**src/rtl/deq_pkg.sv**
```systemverilog
// Shared operation codes, status codes and response type for the ring deque.
package deq_pkg;

  typedef enum logic [2:0] {
    OP_PUSH_BACK  = 3'd0,
    OP_PUSH_FRONT = 3'd1,
    OP_POP_BACK   = 3'd2,
    OP_POP_FRONT  = 3'd3,
    OP_READ_IDX   = 3'd4,
    OP_WRITE_IDX  = 3'd5
  } op_t;

  typedef enum logic [1:0] {
    ST_OK    = 2'd0,
    ST_FULL  = 2'd1,
    ST_EMPTY = 2'd2,
    ST_RANGE = 2'd3
  } status_t;

  typedef struct packed {
    status_t status;
    logic    take;
    logic    full;
    logic    empty;
  } resp_t;

endpackage

```
**src/rtl/deq_ram.sv**
```systemverilog
// Generic single-port RAM with registered read data.
module deq_ram #(
  parameter int WIDTH = 32,
  parameter int DEPTH = 16
) (
  input  logic                     clk,
  input  logic                     en,
  input  logic                     we,
  input  logic [$clog2(DEPTH)-1:0] addr,
  input  logic [WIDTH-1:0]         wdata,
  output logic [WIDTH-1:0]         rdata
);

  logic [WIDTH-1:0] mem [DEPTH];

  always_ff @(posedge clk) begin
    if (en) begin
      if (we) begin
        mem[addr] <= wdata;
      end else begin
        rdata <= mem[addr];
      end
    end
  end

endmodule

```
**src/rtl/deq_ctrl.sv**
```systemverilog
// Front pointer and count registers, slot address decode and status logic.
module deq_ctrl #(
  parameter int CAPACITY   = 16,
  parameter int DATA_WIDTH = 32,
  localparam int PW = $clog2(CAPACITY),
  localparam int CW = $clog2(CAPACITY + 1)
) (
  input  logic                  clk,
  input  logic                  rst,
  input  logic                  fire,
  input  logic [2:0]            operation,
  input  logic [3:0]            position,
  input  logic [31:0]           item_value,
  output logic                  mem_en,
  output logic                  mem_we,
  output logic [PW-1:0]         mem_addr,
  output logic [DATA_WIDTH-1:0] mem_wdata,
  output logic [CW-1:0]         count_next,
  output deq_pkg::resp_t        resp
);

  localparam logic [PW:0]   CAP_W    = (PW + 1)'(CAPACITY);
  localparam logic [PW-1:0] LAST_SLOT = PW'(CAPACITY - 1);
  localparam logic [CW-1:0] CAP_C    = CW'(CAPACITY);

  logic [PW-1:0] front;
  logic [PW-1:0] front_next;
  logic [CW-1:0] count;
  logic          pos_ok;
  logic          mem_use;
  logic          mem_wr;

  function automatic logic [PW-1:0] wrap_add(input logic [PW-1:0] base,
                                             input logic [PW-1:0] off);
    logic [PW:0] sum;
    sum = {1'b0, base} + {1'b0, off};
    if (sum >= CAP_W) begin
      sum = sum - CAP_W;
    end
    return sum[PW-1:0];
  endfunction

  assign pos_ok    = 32'(position) < 32'(count);
  assign mem_wdata = DATA_WIDTH'(item_value);
  assign mem_en    = fire & mem_use;
  assign mem_we    = mem_wr;

  always_comb begin
    front_next  = front;
    count_next  = count;
    mem_use     = 1'b0;
    mem_wr      = 1'b0;
    mem_addr    = front;
    resp.status = deq_pkg::ST_OK;
    resp.take   = 1'b0;
    unique case (deq_pkg::op_t'(operation))
      deq_pkg::OP_PUSH_BACK: begin
        if (count == CAP_C) begin
          resp.status = deq_pkg::ST_FULL;
        end else begin
          mem_use    = 1'b1;
          mem_wr     = 1'b1;
          mem_addr   = wrap_add(front, PW'(count));
          count_next = count + 1'b1;
        end
      end
      deq_pkg::OP_PUSH_FRONT: begin
        if (count == CAP_C) begin
          resp.status = deq_pkg::ST_FULL;
        end else begin
          front_next = (front == '0) ? LAST_SLOT : front - 1'b1;
          mem_use    = 1'b1;
          mem_wr     = 1'b1;
          mem_addr   = front_next;
          count_next = count + 1'b1;
        end
      end
      deq_pkg::OP_POP_BACK: begin
        if (count == '0) begin
          resp.status = deq_pkg::ST_EMPTY;
        end else begin
          count_next = count - 1'b1;
          mem_use    = 1'b1;
          mem_addr   = wrap_add(front, PW'(count_next));
          resp.take  = 1'b1;
        end
      end
      deq_pkg::OP_POP_FRONT: begin
        if (count == '0) begin
          resp.status = deq_pkg::ST_EMPTY;
        end else begin
          mem_use    = 1'b1;
          mem_addr   = front;
          front_next = wrap_add(front, PW'(1));
          count_next = count - 1'b1;
          resp.take  = 1'b1;
        end
      end
      deq_pkg::OP_READ_IDX: begin
        if (!pos_ok) begin
          resp.status = deq_pkg::ST_RANGE;
        end else begin
          mem_use   = 1'b1;
          mem_addr  = wrap_add(front, PW'(position));
          resp.take = 1'b1;
        end
      end
      deq_pkg::OP_WRITE_IDX: begin
        if (!pos_ok) begin
          resp.status = deq_pkg::ST_RANGE;
        end else begin
          mem_use  = 1'b1;
          mem_wr   = 1'b1;
          mem_addr = wrap_add(front, PW'(position));
        end
      end
      default: begin
      end
    endcase
    resp.full  = count_next == CAP_C;
    resp.empty = count_next == '0;
  end

  always_ff @(posedge clk) begin
    if (rst) begin
      front <= '0;
      count <= '0;
    end else if (fire) begin
      front <= front_next;
      count <= count_next;
    end
  end

endmodule

```
**src/rtl/double_ended_ring_queue_top.sv**
```systemverilog
// Double-ended ring queue top level: input handshake, RAM and result register.
// The result is registered; it is valid in the cycle after the input transfer.
// Throughput: one operation per cycle unless out_ready is low; each operation
// makes at most one RAM port access; the result register frees on transfer.
// Reset clears the front pointer, the element count and the result valid;
// the ring store contents are undefined until written.
module double_ended_ring_queue_top #(
  parameter int CAPACITY   = 16,
  parameter int DATA_WIDTH = 32
) (
  input  logic        clk,
  input  logic        rst,
  input  logic        in_valid,
  output logic        in_ready,
  input  logic [2:0]  operation,
  input  logic [3:0]  position,
  input  logic [31:0] item_value,
  output logic        out_valid,
  input  logic        out_ready,
  output logic [31:0] read_value,
  output logic [1:0]  status,
  output logic [4:0]  length,
  output logic        is_full,
  output logic        is_empty
);

  localparam int PW = $clog2(CAPACITY);
  localparam int CW = $clog2(CAPACITY + 1);

  logic                  fire;
  logic                  mem_en;
  logic                  mem_we;
  logic [PW-1:0]         mem_addr;
  logic [DATA_WIDTH-1:0] mem_wdata;
  logic [DATA_WIDTH-1:0] mem_rdata;
  logic [CW-1:0]         count_next;
  deq_pkg::resp_t        resp;
  deq_pkg::resp_t        resp_q;
  logic [4:0]            length_q;

  assign in_ready = !out_valid || out_ready;
  assign fire     = in_valid && in_ready;

  deq_ctrl #(
    .CAPACITY  (CAPACITY),
    .DATA_WIDTH(DATA_WIDTH)
  ) u_ctrl (
    .clk       (clk),
    .rst       (rst),
    .fire      (fire),
    .operation (operation),
    .position  (position),
    .item_value(item_value),
    .mem_en    (mem_en),
    .mem_we    (mem_we),
    .mem_addr  (mem_addr),
    .mem_wdata (mem_wdata),
    .count_next(count_next),
    .resp      (resp)
  );

  deq_ram #(
    .WIDTH(DATA_WIDTH),
    .DEPTH(CAPACITY)
  ) u_ram (
    .clk  (clk),
    .en   (mem_en),
    .we   (mem_we),
    .addr (mem_addr),
    .wdata(mem_wdata),
    .rdata(mem_rdata)
  );

  always_ff @(posedge clk) begin
    if (rst) begin
      out_valid <= 1'b0;
    end else if (fire) begin
      out_valid <= 1'b1;
    end else if (out_ready) begin
      out_valid <= 1'b0;
    end
  end

  // hold the result until its transfer completes
  always_ff @(posedge clk) begin
    if (fire) begin
      resp_q   <= resp;
      length_q <= 5'(count_next);
    end
  end

  assign read_value = resp_q.take ? 32'(mem_rdata) : '0;
  assign status     = resp_q.status;
  assign length     = length_q;
  assign is_full    = resp_q.full;
  assign is_empty   = resp_q.empty;

endmodule

```
**config.mk**
```make
export PLATFORM = sky130hd
export DESIGN_NAME = double_ended_ring_queue_top
export DESIGN_NICKNAME = d
export VERILOG_FILES = /design/src/rtl/deq_pkg.sv /design/src/rtl/deq_ram.sv /design/src/rtl/deq_ctrl.sv /design/src/rtl/double_ended_ring_queue_top.sv
export SDC_FILE = /design/constraint.sdc
export NUM_CORES = 1
export LEC_CHECK = 0
export BUFFER_PORTS_ARGS = -buffer_cell sky130_fd_sc_hd__buf_2
export CAP_MARGIN = 20
export CORE_MARGIN = 5
export CORE_UTILIZATION = 50
export CTS_CLUSTER_DIAMETER = 30
export CTS_CLUSTER_SIZE = 28
export DETAILED_ROUTE_END_ITERATION = 10
export PLACE_DENSITY = 0.67
export REMOVE_ABC_BUFFERS = 1
export SYNTH_ARGS = -nofsm -noshare
export SYNTH_HDL_FRONTEND = slang
export SYNTH_SLANG_ARGS = --single-unit
```
**constraint.sdc**
```tcl
create_clock -name clk -period 5.5 [get_ports clk]
set_clock_uncertainty 0.1 [all_clocks]
set_input_delay 1.1 -clock clk [delete_from_list [all_inputs] [get_ports clk]]
set_output_delay 1.1 -clock clk [all_outputs]
set_load 0.01 [all_outputs]
```
Word-level counts from Yosys, hierarchy flattened
Memories as Yosys holds them, arrays and structs flattened. A register that Yosys moved wholly into a read port is not among the register bits.
Cells that the tools add are included.
Word-level totals
  flip-flop bits (word level): 20
  RAM bits: 512
  bits of input ports: 43
  output and inout bits: 43
  word-level logic and storage cells: 80
  memories: 1
Operators by class
  add/subtract/negate cells: 11
  $lt $le $gt $ge: 5
  eq/ne operators: 8
  multiplexer cells: 31
  bitwise gates (word level): 2
  reduce and logical (&&, ||, !) cells: 14
Memories
  u_ram.mem: depth 16, width 32, read ports 1, clocked after memory_dff 1, write ports 1, line deq_ram.sv:14  | logic [WIDTH-1:0] mem [DEPTH];
Operators by type and width (count)
  $mux W4: 10
  $mux W32: 1
  $ge A5 B5 Y1 const B: 4
  $sub A4 B1 Y4 const B: 5
  $pmux W4 S4: 1
  $add A4 B4 Y5: 3
  $eq A5 B5 Y1 const B: 2
  $logic_not A5 Y1: 2
  $mux W5: 2
  $pmux W5 S2: 1
  $mux W1: 9
  $pmux W4 S2: 1
  $eq A3 B2 Y1 const B: 2
  $eq A3 B3 Y1 const B: 2
  $pmux W2 S3: 1
  $reduce_or A2 Y1: 3
  $add A4 B1 Y5 const B: 1
  $add A5 B1 Y5 const B: 1
  $lt A4 B5 Y1: 1
  $sub A5 B1 Y5 const B: 1
  $logic_not A4 Y1: 1
  $mux W2: 2
  $pmux W1 S2: 2
  $reduce_bool A2 Y1: 2
  11 further kinds: 11

Logic depth before layout (Yosys ltp)
  depth after elaboration: 6
  mapped depth: 14
  depth with buffers taken out: 12

By module
A second synthesis with hierarchy kept.
Unflattened totals
  cell total of the unflattened synthesis: 1150
  area, all modules: 22670.5 um2
By module, submodules not included
  deq_ram: instances 1, cells an instance 844, area each 20216.9 um2, seq. area each 16335.7 um2
  deq_ctrl: instances 1, cells an instance 254, area each 1841.8 um2, seq. area each 180.2 um2
  double_ended_ring_queue_top: instances 1, cells an instance 52, area each 611.8 um2, seq. area each 320.3 um2

Worst setup path before layout
OpenSTA, ideal clock, no wires.
  kind: input -> register
  from: input position[1]
  to: memory u_ram.mem[5][0], enable pin
  setup time: 0.421 ns
  arrival time: 4.612 ns
  required time: 4.979 ns
  slack: 0.366 ns
  cell stages on the path: 10
  buffers on the path: 2
  cells stage by stage: ha_1 > a2111o_1 > a211oi_1 > mux2_2 > a22oi_1 > and2_1 > clkbuf_1 > buf_2 > inv_2 > nor2_1
On the way
  cells in the longest elaborated chain, start to end: 6
  elaborated cells on any way between the ends: 14
  classes of those cells: 2 x add/sub; 2 x order compare; 9 x mux; 1 x bitwise
RTL lines
  from (decl): line double_ended_ring_queue_top.sv:16  | input logic [3:0] position,
  branches (longest 6 deep; another with $add A4 B4 Y5)
  to (decl): line deq_ram.sv:14
Several ways; the timed one is not identified.

Worst setup path in the final report
  from: register u_ctrl.count[1]
  to: memory u_ram.mem[8][14], enable pin
On the way
  cells in the longest elaborated chain, start to end: 6
  elaborated cells on any way between the ends: 26
  classes of those cells: 5 x add/sub; 3 x order compare; 1 x eq/ne; 15 x mux; 1 x bitwise; 1 x reduce/logical
RTL lines
  from (decl): line deq_ctrl.sv:28  | logic [CW-1:0] count;
  from (signal assigned): line deq_ctrl.sv:130  | count <= count_next;
  $sub A5 B1 Y5 (tied with other cells): line deq_ctrl.sv:82  | count_next = count - 1'b1;
  $add A4 B4 Y5 (tied with other cells): line deq_ctrl.sv:36  | sum = {1'b0, base} + {1'b0, off};
  $sub A4 B1 Y4 (tied with other cells): line deq_ctrl.sv:38  | sum = sum - CAP_W;
  $mux W4 (tied with other cells): line deq_ctrl.sv:37  | if (sum >= CAP_W) begin
  $mux W4 / $mux W1 (equally long branches): line deq_ctrl.sv:79, deq_ram.sv:17
  $pmux W4 S4 / $mux W1 (equally long branches): line deq_ctrl.sv:56, deq_ram.sv:19
Several ways; a longest one is shown, not always the timed one.

==> key figures <==
Status
  • Outcome: complete, no violations

Critical path
  • Worst setup path class: reg2reg
  • Biggest fanout along the worst timing path: 17
  • Critical path buffers and inverters: 3
  • Terminus of the critical flop-to-flop path: u_ram.mem[8][14]
  • Worst endpoint required time: around 5700 ps
  • Reg-to-reg slack, setup: between 800 and 900 ps
  • Cell-by-cell listing of the critical path: inv_1 -> ha_1 -> xor2_1 -> ha_1 -> a21oi_1 -> a22oi_1 -> or4_1 -> nand3_1 -> a22oi_1 -> nor2_4 -> clkinv_1 -> nor2_4 -> buf_4
  • Kind of start point of the critical path: flip-flop
  • Launching point of the worst reg2reg path: u_ctrl.count[1]
  • Number of cells traversed by the worst register-to-register path: 13
  • Arrival time at the worst endpoint: 4890 ps
  • Slowest stage delay, CP: 630 ps
  • Endpoint class of the critical path: flip-flop
  • Cell type group with the largest total delay on the critical path: simple AND/OR/NAND/NOR gates
  • Slowest stage cell, crit path: sky130_fd_sc_hd__nor2_4

Die
  • Horizontal extent of the die: about 230 um
  • Effective utilization at floorplan: 0.505
  • Area of the core region: between 0.04 and 0.05 sq mm
  • Overall die height: approximately 230 um
  • Placement Rows: 79
  • DIE AREA: between 0.05 and 0.06 sq mm
  • Count of boundary I/O pins: 86

Job
  • Reported max-cap violation count: 0

Yosys
  • Proportion of synthesized chip area in sequential cells: 0.718
  • Predominant post-synthesis flop cell: sky130_fd_sc_hd__edfxtp_1
  • Cell with the most instances after synthesis: sky130_fd_sc_hd__edfxtp_1
  • Flip-flop and latch count after synthesis: 564
  • Synth cell types: 63
  • Share of the synthesized area in the top cell type: 0.709
  • Post-synthesis cell area: roughly 0.023 sq mm
  • Largest area contributor in the netlist: sky130_fd_sc_hd__edfxtp_1
  • Mean cell area of the mapped netlist: about 17 sq um
  • Synth area leaders: sky130_fd_sc_hd__edfxtp_1 71%, sky130_fd_sc_hd__mux2i_1 16%, sky130_fd_sc_hd__a22oi_1 2.1%, sky130_fd_sc_hd__and2_1 0.91%, sky130_fd_sc_hd__ha_1 0.91%
  • Syn Inst Count: approximately 1400
  • Async set or reset register ratio after synthesis: 0
  • Number of flops mapped to enable cells by yosys: 554
  • Synth top cells by count: 554 x sky130_fd_sc_hd__edfxtp_1, 379 x sky130_fd_sc_hd__mux2i_1, 67 x sky130_fd_sc_hd__a22oi_1
  • Synthesis Warnings: 0

Power and ir drop
  • Design internal power: 0.00917 W
  • Part of the power in combinational logic: 0.109
  • Power share of the sequential group: 0.402
  • Peak supply drop: slightly below 0.3 mV
  • Total power of the final layout: roughly 0.012 W
  • LEAKAGE: 11.3 nW
  • Switching Share: 0.240
  • Switching power summed over all nets: 0.00290 W
  • Power density of the placed cells: 430 mW/mm^2
  • Share of power burned in the clock network: 0.489

Final layout
  • Final cell utilization of the core: 0.605
  • Antenna Cells: 0
  • Total area of multi-input combinational cells: about 0.0063 sq mm
  • Area of all sequential standard cells: roughly 0.017 sq mm
  • Number of fillers in the final layout: 3470
  • Layout Cell Area excl Fill: ~0.028 sq mm
  • Post-layout nets: 1620
  • Layout area overhead: 19.8%
  • Ratio of cells with drive above 1 in the final layout: 0.195

Timing
  • Total negative slack for setup checks: 0 ps
  • Highest clock rate: 0.214 GHz
  • Count of final max-slew check failures: 0
  • Part of the cycle the worst path needs: 0.851
  • Normalized max-slew margin: 0.370
  • Final number of hold-violating endpoints: 0
  • Number of setup violations in the final report: 0
  • Slew at the pin closest to its max-slew limit: about 940 ps
  • Setup repair after global routing missed its margin: false
  • Shortest period the worst path allows: ~4700 ps

Routing
  • Routed wire length: 51900 um
  • Initial DRT Pass Iterations: 5
  • Remaining number of nets flagged by the antenna check after routing: 0
  • WL per Instance: about 23 um
  • Iteration-0 DRC Markers: between 800 and 900
  • Vias per inst: roughly 5.7
  • Final routed DRC violation total: 0
  • Via count of the routed design: ~13000

Worst hold path
  • Hold Crit Start: out_valid
  • Hold-critical path endpoint: out_valid
  • Number of instances on the worst hold path: 2
  • Hold Path Class: reg2reg

Place
  • Sum of net half-perimeters after detailed placement: ~29000 um
  • Final weighted congestion in routability-driven placement: 0.865
  • Area after DPL: approximately 0.025 sq mm
  • Buffers on Ports: between 80 and 90

Clock network
  • Count of hold buffers inserted by post-cts repair: 0
  • Clock tree from TritonCTS: yes
  • Later-pin clock latency in the skew report: about 640 ps
  • Number of post-CTS setup repair buffers: 0
  • Clk pin slew, worst setup/hold paths: 50 ps
  • Clock tree sinks: about 560
  • Gates resized, CTS repair: 0
  • CTS buffer count: between 100 and 150
  • Maximum root-to-sink buffer count: 3
  • Root cell of the clock tree: sky130_fd_sc_hd__clkbuf_16
  • Count of H-tree levels built during CTS: 3

Global route
  • Vias in the first global route: between 10000 and 15000
  • Initial antenna violation count: 0
  • Global-route congestion overflow total: 0
  • Global routing usage summed across all routing layers: 0.203
  • Largest net degree at the start of global routing: just over 90
  • Global-route wire length before repair: a little under 80000 um
==> cell families (layout without fill, tap and decap cells) <==
family / Yosys count / after routing / share of synthesized area
AO/OA/AOI/OAI: 142 / 142 / 0.0418
XOR/XNOR: 7 / 7 / 0.00261
adder cells (fa/ha/maj): 20 / 20 / 0.0116
buffers and inverters: 100 / 343 / 0.0219
flip-flops: 564 / 564 / 0.718
multiplexers: 381 / 381 / 0.163
AND/OR/NAND/NOR: 189 / 189 / 0.0412
==> worst register-to-register path, delay by kind of cell, from the launching register on <==
family | cells | cell delay [ps]
AND/OR/NAND/NOR | 4 | 1430
buffers and inverters | 3 | 900
adder cells (fa/ha/maj) | 2 | 640
AO/OA/AOI/OAI | 3 | 580
flip-flops | 1 | 580
XOR/XNOR | 1 | 160
==> registers in the layout (all words and copies together), names as in the netlist <==
| signal | count |
|---|---|
| u_ctrl.count | 5 |
| u_ram.rdata | 32 |
| length | 5 |
| is_full | 1 |
| resp_q | 1 |
| is_empty | 1 |
| u_ctrl.front | 4 |
| u_ram.mem | 512 |
| out_valid | 1 |
| status | 2 |
==> power groups by stage <==
stage	clock network [W]	logic [W]	registers [W]
final	0.00590	0.00131	0.00485
after global routing	0.00622	0.00142	0.00486
after CTS	0.00599	0.00132	0.00486
after detailed placement	0	0.00131	0.00493
after global placement	0	0.00130	0.00493
after floorplan	0	0.00146	0.00493
==> how the worst max path moves through the flow <==
stage / from / endpoint / slack (ps) / depth (start not counted)
5_1_grt: u_ctrl.count[1] / u_ram.mem[8][29] / 580 / 13
4_1_cts: u_ctrl.count[0] / u_ram.mem[8][29] / 850 / 13
6_report: u_ctrl.count[1] / u_ram.mem[8][14] / 820 / 13
2_1_floorplan: position[2] / u_ram.mem[10][0] / -20680 / 7
3_3_place_gp: position[1] / u_ram.mem[0][14] / 670 / 10
3_5_place_dp: position[1] / u_ram.mem[0][20] / 620 / 10
==> cells in the final DEF (no fill, tap or decap), types with 5 or more instances in the layout <==
| cell | netlist | final |
|---|---|---|
| sky130_fd_sc_hd__clkinv_4 | 0 | 8 |
| sky130_fd_sc_hd__buf_12 | 0 | 5 |
| sky130_fd_sc_hd__clkbuf_16 | 0 | 104 |
| sky130_fd_sc_hd__clkinvlp_4 | 0 | 13 |
| sky130_fd_sc_hd__and2_1 | 34 | 33 |
| sky130_fd_sc_hd__nand3_1 | 18 | 18 |
| sky130_fd_sc_hd__a211oi_1 | 5 | 5 |
| sky130_fd_sc_hd__clkinv_1 | 1 | 22 |
| sky130_fd_sc_hd__nand2_1 | 52 | 52 |
| sky130_fd_sc_hd__bufinv_16 | 0 | 8 |
| sky130_fd_sc_hd__inv_6 | 0 | 8 |
| sky130_fd_sc_hd__dfxtp_1 | 10 | 10 |
| sky130_fd_sc_hd__nor2_1 | 42 | 24 |
| sky130_fd_sc_hd__nand2b_1 | 5 | 5 |
| sky130_fd_sc_hd__a21oi_1 | 21 | 21 |
| sky130_fd_sc_hd__buf_4 | 25 | 40 |
| sky130_fd_sc_hd__o21ai_0 | 17 | 17 |
| sky130_fd_sc_hd__a22oi_1 | 67 | 67 |
| sky130_fd_sc_hd__inv_1 | 16 | 16 |
| sky130_fd_sc_hd__buf_2 | 30 | 85 |
| sky130_fd_sc_hd__ha_1 | 17 | 17 |
| sky130_fd_sc_hd__mux2i_1 | 379 | 379 |
| sky130_fd_sc_hd__clkbuf_1 | 23 | 13 |
| sky130_fd_sc_hd__clkinv_2 | 0 | 17 |
| sky130_fd_sc_hd__nor2_4 | 0 | 18 |
| sky130_fd_sc_hd__edfxtp_1 | 554 | 554 |
==> cell type report <==
class	instances	area share
clock buffers	117	0.0944
multi-input cells	739	0.223
inverters	19	0.00254
clock inverters	77	0.0245
repair buffers	130	0.0294
flip-flops and latches	564	0.599
well taps	607	0.0270
==> per-layer routing <==
metal,GRT usage,share of wire,up-vias
met1,0.272,0.43,6483
li1,-,-,5833
met5,0,0,-
met2,0.342,0.50,381
met4,0.0590,0.017,0
met3,0.0392,0.055,67
==> per-stage QoR <==
| stage | hold WS [ps] | std cells | setup WS [ps] |
|---|---|---|---|
| floorplan | 443 | 1322 | -20680 |
| global placement | 392 | 2059 | 674 |
| detailed placement | 400 | 2059 | 617 |
| CTS | 408 | 2253 | 846 |
| global route | 421 | 2253 | 579 |
| finish | 408 | 2253 | 817 |
(Power assumes the default switching activity.)
